## config.mk

```make
export PLATFORM = sky130hd
export DESIGN_NAME = sensitive_path_filter
export DESIGN_NICKNAME = d
export VERILOG_FILES = /design/src/rtl/spf_pkg.sv /design/src/rtl/spf_scan.sv /design/src/rtl/sensitive_path_filter.sv
export SDC_FILE = /design/constraint.sdc
export NUM_CORES = 1
export LEC_CHECK = 0
export ABC_AREA = 1
export ABC_CLOCK_PERIOD_IN_PS = 5750
export BUFFER_PORTS_ARGS = -buffer_cell sky130_fd_sc_hd__buf_2
export CAP_MARGIN = 20
export CORE_MARGIN = 8
export CORE_UTILIZATION = 45
export DETAILED_ROUTE_END_ITERATION = 10
export SLEW_MARGIN = 30
export SYNTH_ARGS = -nofsm -noshare
export SYNTH_HDL_FRONTEND = slang
export SYNTH_HIERARCHICAL = 1
export SYNTH_SLANG_ARGS = --single-unit
```

## constraint.sdc

```tcl
create_clock -name clk -period 5.75 [get_ports clk]
set_input_delay 1.15 -clock clk [delete_from_list [all_inputs] [get_ports clk]]
set_output_delay 1.15 -clock clk [all_outputs]
set_load 0.03 [all_outputs]
```

## src/rtl/spf_pkg.sv

```systemverilog
// spf_pkg: shared types and constant tables for the sensitive path filter
// holds the prefix rule strings, the tail patterns and the verdict codes
// no dependencies
`default_nettype none

package spf_pkg;

	localparam int RULE_COUNT   = 8;
	localparam int RULE_MAX_LEN = 18;
	localparam int WINDOW_LEN   = 17;
	localparam int RELEASE_LEN  = 13;
	localparam int NOTIFY_LEN   = 17;
	localparam int LEN_SAT      = 255;

	// the first rule also takes this character at this place (/etc/p)
	localparam int           RULE0_ALT_POS  = 5;
	localparam logic [7:0]   RULE0_ALT_CHAR = 8'h70;
	localparam logic [7:0]   PAD_CHAR       = 8'h20;

	typedef logic [0:RULE_MAX_LEN-1][7:0] rule_str_t;
	typedef logic [4:0]                   rule_len_t;
	typedef logic [WINDOW_LEN-1:0][7:0]   window_t;
	typedef logic [0:RELEASE_LEN-1][7:0]  release_str_t;
	typedef logic [0:NOTIFY_LEN-1][7:0]   notify_str_t;

	localparam rule_str_t RULE_TEXT [RULE_COUNT] = '{
		{"/etc/s",             {12{PAD_CHAR}}},
		{"/proc/k",            {11{PAD_CHAR}}},
		{"/var/run/d",         {8{PAD_CHAR}}},
		{"/run/d",             {12{PAD_CHAR}}},
		{"/proc/self/exe",     {4{PAD_CHAR}}},
		{"/proc/self/mem",     {4{PAD_CHAR}}},
		"/proc/self/cmdline",
		{"/host_",             {12{PAD_CHAR}}}
	};

	localparam rule_len_t RULE_LEN [RULE_COUNT] = '{
		5'd6, 5'd7, 5'd10, 5'd6, 5'd14, 5'd14, 5'd18, 5'd6
	};

	localparam release_str_t RELEASE_TEXT = {"release", "_agent"};
	localparam notify_str_t  NOTIFY_TEXT  = {"notify_on", "_release"};

	typedef enum logic [1:0] {
		HIT_NONE    = 2'd0,
		HIT_PREFIX  = 2'd1,
		HIT_RELEASE = 2'd2,
		HIT_NOTIFY  = 2'd3
	} hit_kind_t;

	typedef struct packed {
		logic      report;
		hit_kind_t kind;
	} verdict_t;

endpackage

`default_nettype wire

```

## src/rtl/spf_scan.sv

```systemverilog
// spf_scan: per-word next-state and verdict logic of the sensitive path filter
// updates the prefix flags, the tail window and the count for one character
// depends on spf_pkg
`default_nettype none

module spf_scan import spf_pkg::*; #(
	parameter int MAX_PATH_CHARS = 255,
	parameter int PW             = $clog2(MAX_PATH_CHARS + 1)
) (
	input  wire logic [PW-1:0]         position,
	input  wire logic [RULE_COUNT-1:0] prefix_alive,
	input  wire logic                  string_ended,
	input  wire window_t               tail_window,
	input  wire logic [7:0]            path_byte,
	input  wire logic [1:0]            access_mode,
	output logic [PW-1:0]              position_nx,
	output logic [RULE_COUNT-1:0]      prefix_alive_nx,
	output logic                       string_ended_nx,
	output window_t                    tail_window_nx,
	output verdict_t                   verdict,
	output logic [7:0]                 path_length
);

	localparam int LW = (PW > 8) ? PW : 8;

	logic            keep;
	logic [4:0]      char_idx;
	logic            prefix_hit;
	logic            release_hit;
	logic            notify_hit;
	logic [LW-1:0]   pos_ext;

	assign keep = !string_ended && (path_byte != 8'h00) &&
		(position < PW'(MAX_PATH_CHARS));
	assign char_idx = (position < PW'(RULE_MAX_LEN)) ? position[4:0] : 5'd0;
	assign string_ended_nx = string_ended || (path_byte == 8'h00);
	assign position_nx = keep ? position + PW'(1) : position;

	always_comb begin
		for (int r = 0; r < RULE_COUNT; r++) begin
			prefix_alive_nx[r] = prefix_alive[r];
			if (keep && (position < PW'(RULE_LEN[r]))) begin
				if (!((path_byte == RULE_TEXT[r][char_idx]) ||
					((r == 0) && (position == PW'(RULE0_ALT_POS)) &&
					(path_byte == RULE0_ALT_CHAR)))) begin
					prefix_alive_nx[r] = 1'b0;
				end
			end
		end
	end

	always_comb begin
		if (keep) begin
			tail_window_nx = {path_byte, tail_window[WINDOW_LEN-1:1]};
		end else begin
			tail_window_nx = tail_window;
		end
	end

	always_comb begin
		prefix_hit = 1'b0;
		for (int r = 0; r < RULE_COUNT; r++) begin
			if (prefix_alive_nx[r] && (position_nx >= PW'(RULE_LEN[r]))) begin
				prefix_hit = 1'b1;
			end
		end
	end

	// window slot 0 holds the oldest character
	always_comb begin
		release_hit = position_nx >= PW'(RELEASE_LEN);
		for (int k = 0; k < RELEASE_LEN; k++) begin
			if (tail_window_nx[WINDOW_LEN-RELEASE_LEN+k] != RELEASE_TEXT[k]) begin
				release_hit = 1'b0;
			end
		end
	end

	always_comb begin
		notify_hit = position_nx >= PW'(NOTIFY_LEN);
		for (int k = 0; k < NOTIFY_LEN; k++) begin
			if (tail_window_nx[WINDOW_LEN-NOTIFY_LEN+k] != NOTIFY_TEXT[k]) begin
				notify_hit = 1'b0;
			end
		end
	end

	always_comb begin
		verdict.report = 1'b1;
		if (prefix_hit) begin
			verdict.kind = HIT_PREFIX;
		end else if ((access_mode != 2'd0) && release_hit) begin
			verdict.kind = HIT_RELEASE;
		end else if ((access_mode != 2'd0) && notify_hit) begin
			verdict.kind = HIT_NOTIFY;
		end else begin
			verdict.kind   = HIT_NONE;
			verdict.report = 1'b0;
		end
	end

	assign pos_ext = LW'(position_nx);
	assign path_length = (pos_ext > LW'(LEN_SAT)) ? 8'(LEN_SAT) : pos_ext[7:0];

endmodule

`default_nettype wire

```

## src/rtl/sensitive_path_filter.sv

```systemverilog
// sensitive_path_filter: screens a byte-serial file path against sensitive locations
// input register, path state registers and result register around spf_scan
// depends on spf_pkg and spf_scan
//
//   channel | handshake            | payload
//   --------+----------------------+-------------------------------------
//   in      | in_valid / in_ready  | path_byte, is_last, access_mode
//   out     | out_valid / out_ready| report, hit_kind, path_length
//
// one word per cycle when no last word stalls; a verdict waits in the result register
// the path state moves as a word leaves the input register, set by spf_scan
// reset clears the path state and both valid flags
// a waiting verdict stalls only the next last word; other words keep flowing
`default_nettype none

module sensitive_path_filter import spf_pkg::*; #(
	parameter int MAX_PATH_CHARS = 255
) (
	input  wire logic       clk,
	input  wire logic       arst_n,
	input  wire logic       in_valid,
	output logic            in_ready,
	input  wire logic [7:0] path_byte,
	input  wire logic       is_last,
	input  wire logic [1:0] access_mode,
	output logic            out_valid,
	input  wire logic       out_ready,
	output logic            report,
	output logic [1:0]      hit_kind,
	output logic [7:0]      path_length
);

	localparam int PW = $clog2(MAX_PATH_CHARS + 1);

	logic                  valid_s1;
	logic [7:0]            byte_s1;
	logic                  last_s1;
	logic [1:0]            mode_s1;

	logic [PW-1:0]         position_q;
	logic [RULE_COUNT-1:0] prefix_alive_q;
	logic                  string_ended_q;
	window_t               tail_window_q;

	logic [PW-1:0]         position_nx;
	logic [RULE_COUNT-1:0] prefix_alive_nx;
	logic                  string_ended_nx;
	window_t               tail_window_nx;
	verdict_t              verdict;
	logic [7:0]            length_nx;

	logic                  out_valid_q;
	verdict_t              verdict_q;
	logic [7:0]            length_q;
	logic                  advance;

	assign advance  = valid_s1 && (!last_s1 || !out_valid_q || out_ready);
	assign in_ready = !valid_s1 || advance;

	always_ff @(posedge clk or negedge arst_n) begin
		if (!arst_n) begin
			valid_s1 <= 1'b0;
		end else if (in_ready) begin
			valid_s1 <= in_valid;
		end
	end

	always_ff @(posedge clk) begin
		if (in_ready && in_valid) begin
			byte_s1 <= path_byte;
			last_s1 <= is_last;
			mode_s1 <= access_mode;
		end
	end

	spf_scan #(
		.MAX_PATH_CHARS(MAX_PATH_CHARS),
		.PW(PW)
	) u_scan (
		.position(position_q),
		.prefix_alive(prefix_alive_q),
		.string_ended(string_ended_q),
		.tail_window(tail_window_q),
		.path_byte(byte_s1),
		.access_mode(mode_s1),
		.position_nx(position_nx),
		.prefix_alive_nx(prefix_alive_nx),
		.string_ended_nx(string_ended_nx),
		.tail_window_nx(tail_window_nx),
		.verdict(verdict),
		.path_length(length_nx)
	);

	always_ff @(posedge clk or negedge arst_n) begin
		if (!arst_n) begin
			position_q     <= '0;
			prefix_alive_q <= '1;
			string_ended_q <= 1'b0;
			tail_window_q  <= '0;
		end else if (advance) begin
			if (last_s1) begin
				position_q     <= '0;
				prefix_alive_q <= '1;
				string_ended_q <= 1'b0;
				tail_window_q  <= '0;
			end else begin
				position_q     <= position_nx;
				prefix_alive_q <= prefix_alive_nx;
				string_ended_q <= string_ended_nx;
				tail_window_q  <= tail_window_nx;
			end
		end
	end

	always_ff @(posedge clk or negedge arst_n) begin
		if (!arst_n) begin
			out_valid_q <= 1'b0;
		end else if (advance && last_s1) begin
			out_valid_q <= 1'b1;
		end else if (out_ready) begin
			out_valid_q <= 1'b0;
		end
	end

	always_ff @(posedge clk) begin
		if (advance && last_s1) begin
			verdict_q <= verdict;
			length_q  <= length_nx;
		end
	end

	assign out_valid   = out_valid_q;
	assign report      = verdict_q.report;
	assign hit_kind    = verdict_q.kind;
	assign path_length = length_q;

endmodule

`default_nettype wire

```

==> flow_summary.yaml <==
logic_synthesis:
  netlist_area_mm2: 0.01257
  synth_top_cell_by_area: "nand2_1"
  synth_top_area_share_pct: 30.55
  post-synth-top-count-cell: "nand2_1"
  postSynthRegisterBits: 177
  netlist_top_cells_count: "1,023 x nand2_1, 190 x inv_1, 157 x nor2_1"
  async_reset_ff_share_pct: 87.57
  synth_enable_flop_cells: 22
  synth.distinct_cells: 37
  synth_nets: 2037
  yosys_most_used_dff: "dfrtp_1"
  yosys_warnings: 6
  synthesized_instance_count: 2010
  netlist_top_cells_area: "nand2_1 31%, dfrtp_1 29%, inv_1 5.7%, edfxtp_1 5.3%, nor2_1 4.7%"
  portion_of_the_post_synthesis_area_used_by_sequential_elements_pct: 36.19
  avgSynthCellArea_um2: 6.254
clocking:
  cts.sink_count: 177
  clock_buffer_count_from_cts: 17
  ctsResizeCount: 0
  clk_pin_slew_ns: 0.08
  post_cts_buffers: 0
  cts_tree: "built"
  worstSkewPairLatency_ns: 0.45
  clk_path_buf_depth: 2
  post_cts_hold_buffer_count: 0
  clock-root-buffer: "clkbuf_16"
  htree_num_levels: 4
worst_setup_path:
  worstSetupEndpointType: "flip-flop"
  ff2ff_path_depth: 18
  r2r_slack_ns: 1.44
  worst-endpoint-required_ns: 5.94
  worst_setup_path_start_kind: "flip-flop"
  crit-reg2reg-capture: "report"
  arrival_ns: 4.50
  crit_path_max_fanout: 106
  setup.worst_path.class: "reg2reg"
  worstReg2RegStart: "position_q[2]"
power:
  worst_ir_drop_vdd_mv: 0.2030
  power_leakage_nw: 7.187
  power-per-cell-area_mw_per_mm2: 269.0
floorplanning:
  die_outline_area_mm2: 0.03354
  floorplan.initialDensity_pct: 45.49
  coreArea_mm2: 0.02763
  io-pin-count: 28
  floorplan.rows: 61
  die_height_um: 183.1
  die-width_um: 183.1
route:
  detailedRoute.firstIterationViolations: 1240
  vias: 12077
  first_pass_iters: 5
  detail_route.wl_per_cell_um: 15.77
  routed_via_density: 5.111
  wl_um: 37270
  ant_nets: 0
  drt_drc_violations_left: 0
sta:
  worstMarginPinSlew_ns: 0.9036
  fmax_ghz: 0.2321
  whs_ns: 0.4669
  final.setup_skew_ns: 0.01709
  slew_headroom_pct: 39.62
  rsz0062_at_grt: "false"
  hold_fails_final_rpt: 0
  layout_min_cycle_time_ns: 4.309
  finalSetupTns_ns: 0
  report.final.setup_viol: 0
  period_share_pct: 74.93
  drv_slew: 0
finish:
  antenna_cells_inserted: 0
  finish.net_count: 1999
  register_area_mm2: 0.004549
  drive_above_1_share_pct: 6.549
  syn2layout_area_growth_pct: 5.067
  fill_cells: 2917
  multi_input_comb_area_mm2: 0.006566
global_routing:
  gr-usage-all-layers_pct: 22.46
  antenna_found_initial: 0
  first_global_vias: 11134
  wire_length_of_the_first_global_routing_pass_um: 59970
  grt.overflow.total: 0
  pin_count_of_the_biggest_net_entering_global_routing: 107
hold_path:
  min_to: "prefix_alive_q[0]"
  hold_path.class: "reg2reg"
  worstHoldPathCells: 2
  hold_path_startpoint: "prefix_alive_q[0]"
placed_design:
  number_of_buffers_inserted_by_port_buffering: 27
  dpl.hpwl_um: 26210
  gp_routability_congestion: 0.9970
outcome:
  status: "finished, final reports clean"
run:
  drv.max_cap_violation_count: 0
[worst max-delay path: stages, from the launching register on]
cell and delay (ns):
dfrtp_1 0.87, nand2_1 0.23, nor2_2 0.19, nand2_2 0.25, nand3_4 0.50, buf_12 0.45, nor2_1 0.07, nand2_1 0.07
nand2_1 0.09, inv_1 0.06, nand2_1 0.11, nor2_2 0.22, inv_1 0.12, nor2_1 0.24, nor2_1 0.09, nand3_1 0.11
nor2_1 0.05, nor2_1 0.19, nand3_1 0.10
[cells by family (layout without fill, tap and decap cells)]
| logic type | after synthesis | in the layout | synth area share, % |
|---|---|---|---|
| buffers and inverters | 300 | 275 | 11.68 |
| and+or+nand+nor | 1399 | 1399 | 45.11 |
| xor gates and xnor gates | 7 | 7 | 0.4878 |
| adders and majority gates | 12 | 12 | 1.194 |
| AOI/OAI and AO/OA | 115 | 115 | 5.335 |
| DFF | 177 | 177 | 36.19 |
[worst max-delay path by stage]
stage / startpoint / end / slack, ns / cells after the start
floorplan: position_q[3] / hit_kind[0] / 2.94 / 21
global placement: position_q[2] / report / 1.44 / 17
detailed placement: position_q[2] / report / 1.62 / 17
CTS: position_q[2] / report / 1.59 / 17
global route: position_q[2] / report / 1.18 / 18
finish: position_q[2] / report / 1.44 / 18
[flip-flops by register name, indices dropped and copies added (netlist names)]
signal / count
out_valid: 1
valid_s1: 1
prefix_alive_q: 8
byte_s1: 8
last_s1: 1
path_length: 8
position_q: 8
mode_s1: 2
string_ended_q: 1
report: 1
hit_kind: 2
tail_window_q: 136
[area by class of cell]
cell class,count,share of cell area [%]
inverter,205,5.921
timing repair buffer,38,1.885
clock inverter,11,0.9569
tap,378,3.581
clock buffer,21,3.487
multi-input combinational,1533,49.72
sequential,177,34.45
[through the flow]
| stage | std cells | setup WS [ns] | power (mW) | utilization (%) | instance area, um2 |
|---|---|---|---|---|---|
| floorplan | 2010 | 2.942 | 2.131 | - | 12570 |
| global placement | 2331 | 1.443 | 2.363 | 45.63 | 12610 |
| detailed placement | 2331 | 1.620 | 2.364 | 45.68 | 12620 |
| CTS | 2363 | 1.594 | 3.572 | 47.80 | 13210 |
| global route | 2363 | 1.181 | 3.764 | 47.80 | 13210 |
| finish | 2363 | 1.442 | 3.553 | 47.80 | 13210 |
[power breakdown]
| part | switching, mW | internal, mW |
|---|---|---|
| combinational | 0.654 | 0.278 |
| clock | 0.530 | 0.669 |
| sequential | 0.0787 | 1.34 |
| total | 1.26 | 2.29 |
[per-layer routing]
metal / track usage (%) / share of wire (%) / wire, um / vias up
li1: - / - / - / 6112
met1: 30.72 / 47 / 17380 / 5555
met2: 35.32 / 45 / 16780 / 353
met3: 4.036 / 5.7 / 2106 / 57
met4: 7.742 / 2.7 / 1002 / 0
met5: 0 / 0 / 0 / -
[layout by cell type (no fill, tap or decap), drive strengths merged, types with 4 or more instances in the layout]
cell type	n
xor2	7
buf	38
nand4	47
clkbuf	21
and2	4
o21ai	99
nand3b	4
or2	4
nor2	165
nand3	116
a21oi	6
nand2	1030
dfrtp	147
edfxtp	22
dfstp	8
o211ai	5
inv	209
nor3	27
ha	12
clkinv	4
(Power assumes the default switching activity.)
